==> src/rtl/twes_pkg.sv <==
package twes_pkg;

    localparam int ENTRY_DEPTH      = 8;
    localparam int EVENTS_PER_ENTRY = 8;
    localparam int EVENT_BITS       = 8;
    localparam int SLOT_W           = $clog2(ENTRY_DEPTH);
    localparam int USED_W           = $clog2(ENTRY_DEPTH + 1);
    localparam int POS_W            = $clog2(EVENTS_PER_ENTRY);
    localparam int FILL_W           = $clog2(EVENTS_PER_ENTRY + 1);
    localparam int BYTE_ADDR_W      = $clog2(ENTRY_DEPTH * EVENTS_PER_ENTRY);
    localparam int TIME_W           = 64;
    localparam int WIN_W            = 16;
    localparam int COUNT_W          = 7;
    localparam int MODE_W           = 2;
    localparam int STATUS_W         = 2;
    localparam logic [10:0] US_PER_MS_X2 = 11'd2000;

    localparam logic [MODE_W-1:0] MODE_ADD   = 2'd0;
    localparam logic [MODE_W-1:0] MODE_EXACT = 2'd1;
    localparam logic [MODE_W-1:0] MODE_RANGE = 2'd2;
    localparam logic [MODE_W-1:0] MODE_NONE  = 2'd3;

    localparam logic [STATUS_W-1:0] STATUS_OK       = 2'd0;
    localparam logic [STATUS_W-1:0] STATUS_REJECTED = 2'd1;
    localparam logic [STATUS_W-1:0] STATUS_EMPTY    = 2'd2;

    typedef enum logic [1:0] {
        CMP_BELOW,
        CMP_EXACT,
        CMP_RANGE
    } cmp_op_t;

endpackage

==> src/rtl/twes_cmp.sv <==
module twes_cmp (
    input  twes_pkg::cmp_op_t                op,
    input  logic [twes_pkg::TIME_W-1:0]      slot_time,
    input  logic [twes_pkg::TIME_W-1:0]      lo,
    input  logic [twes_pkg::TIME_W-1:0]      hi,
    output logic                             hit
);
    import twes_pkg::*;

    always_comb
    begin
        case (op)
            CMP_BELOW: hit = slot_time < lo;
            CMP_EXACT: hit = slot_time == lo;
            CMP_RANGE: hit = (slot_time >= lo) && (slot_time <= hi);
            default:   hit = 1'b0;
        endcase
    end

endmodule

==> src/rtl/time_window_event_store.sv <==
// Commands are taken when start is high and busy is low. An add element
// without last, a rejected add and an item with mode three are finished on
// acceptance and busy stays low; only the rejected add gives a result, in the
// next cycle. Other items use a single shared time comparator on one stored
// entry per cycle, pausing the scan while a hit entry's bytes are returned:
// an accepted add holds busy while it computes the age limit and drops old
// entries, and a lookup holds busy while it counts the matching bytes and
// then returns them. Results appear on done for one cycle each and cannot
// be stalled; final_res marks the last result of an item.
module time_window_event_store (
    input  logic                                clk,
    input  logic                                rst_n,
    input  logic                                start,
    output logic                                busy,
    input  logic                                cfg_we,
    input  logic [twes_pkg::WIN_W-1:0]          cfg_wdata,
    input  logic [twes_pkg::MODE_W-1:0]         mode,
    input  logic [twes_pkg::TIME_W-1:0]         time_req,
    input  logic [twes_pkg::TIME_W-1:0]         range_end,
    input  logic [twes_pkg::EVENT_BITS-1:0]     event_value,
    input  logic                                has_data,
    input  logic                                last,
    output logic                                done,
    output logic [twes_pkg::STATUS_W-1:0]       status,
    output logic [twes_pkg::EVENT_BITS-1:0]     event_out,
    output logic [twes_pkg::COUNT_W-1:0]        count,
    output logic                                final_res
);
    import twes_pkg::*;

    typedef enum logic [2:0] {
        S_IDLE,
        S_SPAN,
        S_DROP,
        S_COUNT,
        S_EMIT_SCAN,
        S_EMIT_BYTES
    } state_t;

    logic [TIME_W-1:0]      slot_time_mem [ENTRY_DEPTH];
    logic [FILL_W-1:0]      slot_len_mem  [ENTRY_DEPTH];
    logic [EVENT_BITS-1:0]  byte_mem      [ENTRY_DEPTH*EVENTS_PER_ENTRY];

    state_t                 state_reg;
    logic [WIN_W-1:0]       window_reg;
    logic [SLOT_W-1:0]      oldest_reg;
    logic [USED_W-1:0]      used_reg;
    logic [FILL_W-1:0]      fill_reg;
    logic                   overflow_reg;
    logic                   exact_reg;
    logic [TIME_W-1:0]      lo_reg;
    logic [TIME_W-1:0]      hi_reg;
    logic [USED_W-1:0]      idx_reg;
    logic [COUNT_W-1:0]     total_reg;
    logic [COUNT_W-1:0]     emitted_reg;
    logic [SLOT_W-1:0]      cur_slot_reg;
    logic [FILL_W-1:0]      cur_len_reg;
    logic [FILL_W-1:0]      pos_reg;
    logic [BYTE_ADDR_W-1:0] rd_addr_reg;
    logic                   rd_pend_reg;

    logic                   done_reg;
    logic [STATUS_W-1:0]    status_reg;
    logic [EVENT_BITS-1:0]  event_reg;
    logic [COUNT_W-1:0]     count_reg;
    logic                   final_reg;

    logic [SLOT_W-1:0]      scan_slot;
    logic [SLOT_W-1:0]      tail_slot;
    cmp_op_t                cmp_op;
    logic                   hit;
    logic [WIN_W+11:0]      span;
    logic                   accept;
    logic                   scan_end;
    logic                   done_next;

    assign accept    = start && (state_reg == S_IDLE);
    assign busy      = (state_reg != S_IDLE);
    assign scan_slot = oldest_reg + idx_reg[SLOT_W-1:0];
    assign tail_slot = oldest_reg + used_reg[SLOT_W-1:0];
    assign span      = (WIN_W+12)'(window_reg) * (WIN_W+12)'(US_PER_MS_X2);
    assign scan_end  = (idx_reg >= used_reg) || (exact_reg && total_reg != '0);
    assign done_next = rd_pend_reg || (accept && mode == MODE_ADD && last)
                       || (state_reg == S_COUNT && scan_end && total_reg == '0);

    always_comb
    begin
        if (state_reg == S_DROP)
            cmp_op = CMP_BELOW;
        else if (exact_reg)
            cmp_op = CMP_EXACT;
        else
            cmp_op = CMP_RANGE;
    end

    twes_cmp u_cmp (
        .op        (cmp_op),
        .slot_time (slot_time_mem[state_reg == S_DROP ? oldest_reg : scan_slot]),
        .lo        (lo_reg),
        .hi        (hi_reg),
        .hit       (hit)
    );

    always_ff @(posedge clk)
    begin
        if (accept && mode == MODE_ADD && has_data
            && fill_reg < FILL_W'(EVENTS_PER_ENTRY) && used_reg < USED_W'(ENTRY_DEPTH))
            byte_mem[{tail_slot, fill_reg[POS_W-1:0]}] <= event_value;
        if (accept && mode == MODE_ADD && last && !overflow_reg
            && used_reg < USED_W'(ENTRY_DEPTH))
        begin
            slot_time_mem[tail_slot] <= time_req;
            slot_len_mem[tail_slot]  <= fill_reg + FILL_W'(has_data
                && fill_reg < FILL_W'(EVENTS_PER_ENTRY));
        end
        event_reg <= rd_pend_reg ? byte_mem[rd_addr_reg] : '0;
    end

    always_ff @(posedge clk or negedge rst_n)
    begin
        if (!rst_n)
        begin
            state_reg    <= S_IDLE;
            window_reg   <= WIN_W'(1000);
            oldest_reg   <= '0;
            used_reg     <= '0;
            fill_reg     <= '0;
            overflow_reg <= 1'b0;
            exact_reg    <= 1'b0;
            lo_reg       <= '0;
            hi_reg       <= '0;
            idx_reg      <= '0;
            total_reg    <= '0;
            emitted_reg  <= '0;
            cur_slot_reg <= '0;
            cur_len_reg  <= '0;
            pos_reg      <= '0;
            rd_addr_reg  <= '0;
            rd_pend_reg  <= 1'b0;
            done_reg     <= 1'b0;
            status_reg   <= STATUS_OK;
            count_reg    <= '0;
            final_reg    <= 1'b0;
        end
        else
        begin
            done_reg    <= done_next;
            rd_pend_reg <= (state_reg == S_EMIT_BYTES);
            if (cfg_we)
                window_reg <= cfg_wdata;
            if (rd_pend_reg)
            begin
                status_reg <= STATUS_OK;
                count_reg  <= total_reg;
                final_reg  <= (emitted_reg == total_reg);
            end
            case (state_reg)
                S_IDLE:
                begin
                    if (accept && mode == MODE_ADD)
                    begin
                        if (last)
                        begin
                            fill_reg     <= '0;
                            overflow_reg <= 1'b0;
                            count_reg    <= '0;
                            final_reg    <= 1'b1;
                            if ((has_data && fill_reg >= FILL_W'(EVENTS_PER_ENTRY))
                                || overflow_reg || used_reg >= USED_W'(ENTRY_DEPTH))
                                status_reg <= STATUS_REJECTED;
                            else
                            begin
                                status_reg <= STATUS_OK;
                                used_reg   <= used_reg + USED_W'(1);
                                hi_reg     <= time_req;
                                state_reg  <= S_SPAN;
                            end
                        end
                        else if (has_data)
                        begin
                            if (fill_reg >= FILL_W'(EVENTS_PER_ENTRY))
                                overflow_reg <= 1'b1;
                            else
                                fill_reg <= fill_reg + FILL_W'(1);
                        end
                    end
                    else if (accept && (mode == MODE_EXACT || mode == MODE_RANGE))
                    begin
                        exact_reg   <= (mode == MODE_EXACT);
                        lo_reg      <= time_req;
                        hi_reg      <= range_end;
                        idx_reg     <= '0;
                        total_reg   <= '0;
                        state_reg   <= S_COUNT;
                    end
                end
                S_SPAN:
                begin
                    lo_reg    <= (hi_reg > TIME_W'(span)) ? hi_reg - TIME_W'(span) : '0;
                    state_reg <= S_DROP;
                end
                S_DROP:
                begin
                    if (used_reg != '0 && hit)
                    begin
                        oldest_reg <= oldest_reg + SLOT_W'(1);
                        used_reg   <= used_reg - USED_W'(1);
                    end
                    else
                        state_reg <= S_IDLE;
                end
                S_COUNT:
                begin
                    if (scan_end)
                    begin
                        idx_reg     <= '0;
                        emitted_reg <= '0;
                        if (total_reg == '0)
                        begin
                            status_reg <= STATUS_EMPTY;
                            count_reg  <= '0;
                            final_reg  <= 1'b1;
                            state_reg  <= S_IDLE;
                        end
                        else
                            state_reg <= S_EMIT_SCAN;
                    end
                    else
                    begin
                        if (hit)
                        begin
                            total_reg <= total_reg + COUNT_W'(slot_len_mem[scan_slot]);
                            if (exact_reg && slot_len_mem[scan_slot] == '0)
                                idx_reg <= used_reg;
                            else
                                idx_reg <= idx_reg + USED_W'(1);
                        end
                        else
                            idx_reg <= idx_reg + USED_W'(1);
                    end
                end
                S_EMIT_SCAN:
                begin
                    if (emitted_reg == total_reg)
                    begin
                        if (!rd_pend_reg)
                            state_reg <= S_IDLE;
                    end
                    else if (hit && slot_len_mem[scan_slot] != '0)
                    begin
                        cur_slot_reg <= scan_slot;
                        cur_len_reg  <= slot_len_mem[scan_slot];
                        pos_reg      <= '0;
                        idx_reg      <= idx_reg + USED_W'(1);
                        state_reg    <= S_EMIT_BYTES;
                    end
                    else
                        idx_reg <= idx_reg + USED_W'(1);
                end
                S_EMIT_BYTES:
                begin
                    rd_addr_reg <= {cur_slot_reg, pos_reg[POS_W-1:0]};
                    emitted_reg <= emitted_reg + COUNT_W'(1);
                    pos_reg     <= pos_reg + FILL_W'(1);
                    if (pos_reg + FILL_W'(1) == cur_len_reg)
                        state_reg <= S_EMIT_SCAN;
                end
                default:
                    state_reg <= S_IDLE;
            endcase
        end
    end

    assign done      = done_reg;
    assign status    = status_reg;
    assign event_out = event_reg;
    assign count     = count_reg;
    assign final_res = final_reg;

endmodule

==> config.mk <==
export PLATFORM = sky130hd
export DESIGN_NAME = time_window_event_store
export DESIGN_NICKNAME = d
export VERILOG_FILES = /design/src/rtl/twes_pkg.sv /design/src/rtl/twes_cmp.sv /design/src/rtl/time_window_event_store.sv
export SDC_FILE = /design/constraint.sdc
export NUM_CORES = 2
export LEC_CHECK = 0
export BUFFER_PORTS_ARGS = -buffer_cell sky130_fd_sc_hd__clkbuf_2
export CORE_MARGIN = 8
export CORE_UTILIZATION = 50
export CTS_CLUSTER_SIZE = 40
export DETAILED_ROUTE_END_ITERATION = 8
export GPL_ROUTABILITY_DRIVEN = 0
export MAX_ROUTING_LAYER = met4
export PLACE_DENSITY_LB_ADDON = 0.25
export SLEW_MARGIN = 25
export SYNTH_ARGS = -nofsm -noshare
export SYNTH_HDL_FRONTEND = slang
export SYNTH_SLANG_ARGS = --single-unit
==> constraint.sdc <==
create_clock -name clk -period 7.7 [get_ports clk]
set_input_delay 1.155 -clock clk [delete_from_list [all_inputs] [get_ports clk]]
set_output_delay 1.155 -clock clk [all_outputs]
set_load 0.02 [all_outputs]
==> results.md <==
- Status: finished clean
- Clk sinks: 1271
- Number of global-route vias before repair: 33310
- Via/cell ratio: 5.98
- Cell Count Post-Placement: 5295
- Post-route ant nets: 0
- DRC Markers: 0
- Post-Syn Nets: 4115
- Switch share: 40.2%
- Synth Flop Type: edfxtp_1
- FFs w/ async S/R, synth: 16.3%
- Syn Area/Cell: 15.9 um^2
- Final wirelength: 145000 um
- Nets: 4352
- Grt ovf: 0
- Wire length of the first global-routing pass: 217000 um
- YS warnings: 0
- Leakage: 23.8 nW
- Num CTS Buffers: 134
- Seq. cell area: 37100 um^2
- Initial Utilization: 50.2%
- Comb pwr share: 53.6%
- Yosys top cell by area: edfxtp_1
- Cells along the critical path: inv_1 > fa_1 > fa_1 > fa_1 > fa_1 > inv_1 > ha_1 > o21ai_0 > o311a_1 > o41ai_1 > buf_4 > a41oi_2 > nor2_1 > xnor2_1 > ha_2 > a21o_1 > a21o_1 > a21o_1 > a31o_2 > or4_4 > nor4b_1 > xnor2_1 > a22o_1 > mux2_2
- Crit path launch type: flip-flop
- Max FO, Critical Path: 7
- Rows: 125
- Cell Pwr Density: 492 nW/um^2
- Synth Register Bits: 1271
- Internal power: 19.4 mW
- Max Cap Viol: 0
- Power share of the clock group: 19.7%
- Largest net degree at the start of global routing: 120
- Yosys cell types: 81
- Layout cells sized above 1: 22.5%
- CP required: 8330 ps
- Top cell family by delay on the critical path: adder cells
- WP data arrival: 8030 ps
- # setup viols final: 0
- Slew Limit Fails: 0
- EDFF count, synth: 1056
- Syn-to-layout area delta: 13.0%
- Crit path max-delay cell type: dfstp_2
- GRT Overall Usage: 23.5%
- Yosys top cell area share: 54.5%
- Initial antenna violation count: 17
- Chip height: 357 um
- Detailed-route via count: 33220
- Drt first pass iters: 5
- Non-filler cells, final: 5557
- Hold Path Class: input pin to async pin
- Setup CP Type: flip-flop to flip-flop
- Die width: 357 um
- Final worst slack: 303 ps
- Sw power: 13.0 mW
- Post-Syn Instances: 3671
- Fillers: 8877
- R2R Path Start: window_reg[3]
- Buffers on Ports: 179
- Multi-input logic area: 19800 um^2
- Main area contributors after synthesis: edfxtp_1 (54%), mux4_2 (12%), dfrtp_1 (8.6%)
- Slowest stage delay, CP: 570 ps
- Clock skew: 31.8 ps
- WP buf/inv: 3
- Clock root buffer: clkbuf_16
- Synthesized cell area: 58200 um^2
- CORE AREA: 116000 um^2
- CP Capture Type: flip-flop
- DR WL/cell: 26.0 um
- Pre-CTS WS: 224 ps
- Most frequent cell on the critical path: fa_1
- CTS H-Tree Depth: 4
- Total Die Area: 128000 um^2
- Total power: 32.3 mW
- CTS tree: done
- Iteration-0 DRC Markers: 3703
- Clk buf depth: 3
- Worst reg2reg endpoint: lo_reg[61]
- Final Critical Period: 7400 ps
- Fmax: 135 MHz
- VDD IR-drop max: 0.000678 V
- Sequential share of power: 26.6%
- Final HPWL DP: 95400 um
- Worst-Margin Slew: 1070 ps
- Worst Reg2Reg Path Length in Cells: 24
- Clock latency on the worst-skew pair: 750 ps
- Worst slew margin: 28.7%
- Tcrit/Tclk final: 96.1%
- Ports: 180
- Final Hold Fails: 0
- Clock-pin slew on the worst setup and hold paths: 60 ps
- Register area share after synthesis: 63.7%
- Register-to-register setup slack: 300 ps
## routing by layer
metal | vias up | GRT usage, % | routed length, um
met2 | 1294 | 34.9 | 66700
met4 | 0 | 6.28 | 3350
met3 | 196 | 5.15 | 12100
met5 | - | - | 0
met1 | 17087 | 33.0 | 62500
li1 | 14643 | - | -
## synthesized netlist by cell type, types with 14 or more instances
master and count:
edfxtp_1 1056, mux4_2 304, nand2_1 264, inv_1 242, ha_1 225, nor2_1 218
dfrtp_1 201, mux2_2 105, clkbuf_1 102, a21oi_1 98, o21ai_0 78, xnor2_1 77
a31oi_1 70, fa_1 59, mux2i_1 56, nand3_1 54, a21o_1 37, a22oi_1 36
buf_1 36, nand4_1 28, nor3_1 27, a22o_1 23, xor2_1 22, nand2b_1 21
nor4_1 20, and3_1 15, a211oi_1 14, nor2b_1 14
## cell type report
cell class	count	area share [%]
Tap cell	1524	2.90
Clock inverter	75	1.06
Antenna cell	14	0.0533
Clock buffer	172	5.54
Inverter	244	1.39
Timing Repair Buffer	249	2.57
Sequential cell	1271	56.3
Multi-Input combinational cell	2008	30.1
## cells by family after synthesis
group / share of synthesized area, %
xor+xnor: 1.49
buf+inv: 2.58
mux: 14.8
fa+ha+maj: 6.87
compound gates: 5.01
simple gates: 5.62
flops: 63.7
## repair_timing
action                                  CTS  global route
buffers inserted                          0             0
hold buffers                              0             0
gates resized for setup                   0            12
endpoints found under the setup margin    0            64
## worst max path at each step
| stage | endpoint | slack [ps] | from | cells after the start |
|---|---|---|---|---|
| 2_1_floorplan | lo_reg[48] | 600 | window_reg[3] | 24 |
| 3_3_place_gp | lo_reg[61] | 310 | window_reg[3] | 23 |
| 3_5_place_dp | lo_reg[61] | 220 | window_reg[3] | 24 |
| 4_1_cts | lo_reg[61] | 200 | window_reg[3] | 24 |
| 5_1_grt | lo_reg[52] | -5 | window_reg[3] | 26 |
| 6_report | lo_reg[61] | 300 | window_reg[3] | 24 |
## power groups by stage
stage,Combinational [mW],Clock (mW),Sequential [mW]
global route,19.0,6.73,8.68
CTS,17.1,6.47,8.61
finish,17.3,6.38,8.61
floorplan,12.5,0,8.42
detailed placement,16.9,0,8.75
global placement,16.8,0,8.73
## layout by cell type (no fill, tap or decap), types with 54 or more instances in the layout
cell type  synthesis  layout
a21oi_1           98      97
a31oi_1           70      70
clkbuf_16          0     140
clkbuf_2           0     178
dfrtp_1          201     196
edfxtp_1        1056    1056
fa_1              59      59
ha_1             225     224
inv_1            242     242
mux2_2           105     105
mux2i_1           56      54
mux4_2           304     304
nand2_1          264     264
nor2_1           218     209
o21ai_0           78      77
xnor2_1           77      77
## per-stage QoR
| step | area, um^2 | utilization (%) | setup TNS, ps | hold WS, ps |
|---|---|---|---|---|
| floorplan | 58200 | - | 0 | 435 |
| global placement | 61300 | 52.9 | 0 | 459 |
| detailed placement | 61300 | 52.9 | 0 | 465 |
| CTS | 65700 | 56.7 | 0 | 410 |
| global route | 65800 | 56.8 | -4.58 | 432 |
| finish | 65800 | 56.8 | 0 | 386 |
Power figures use the tool's default switching activity.
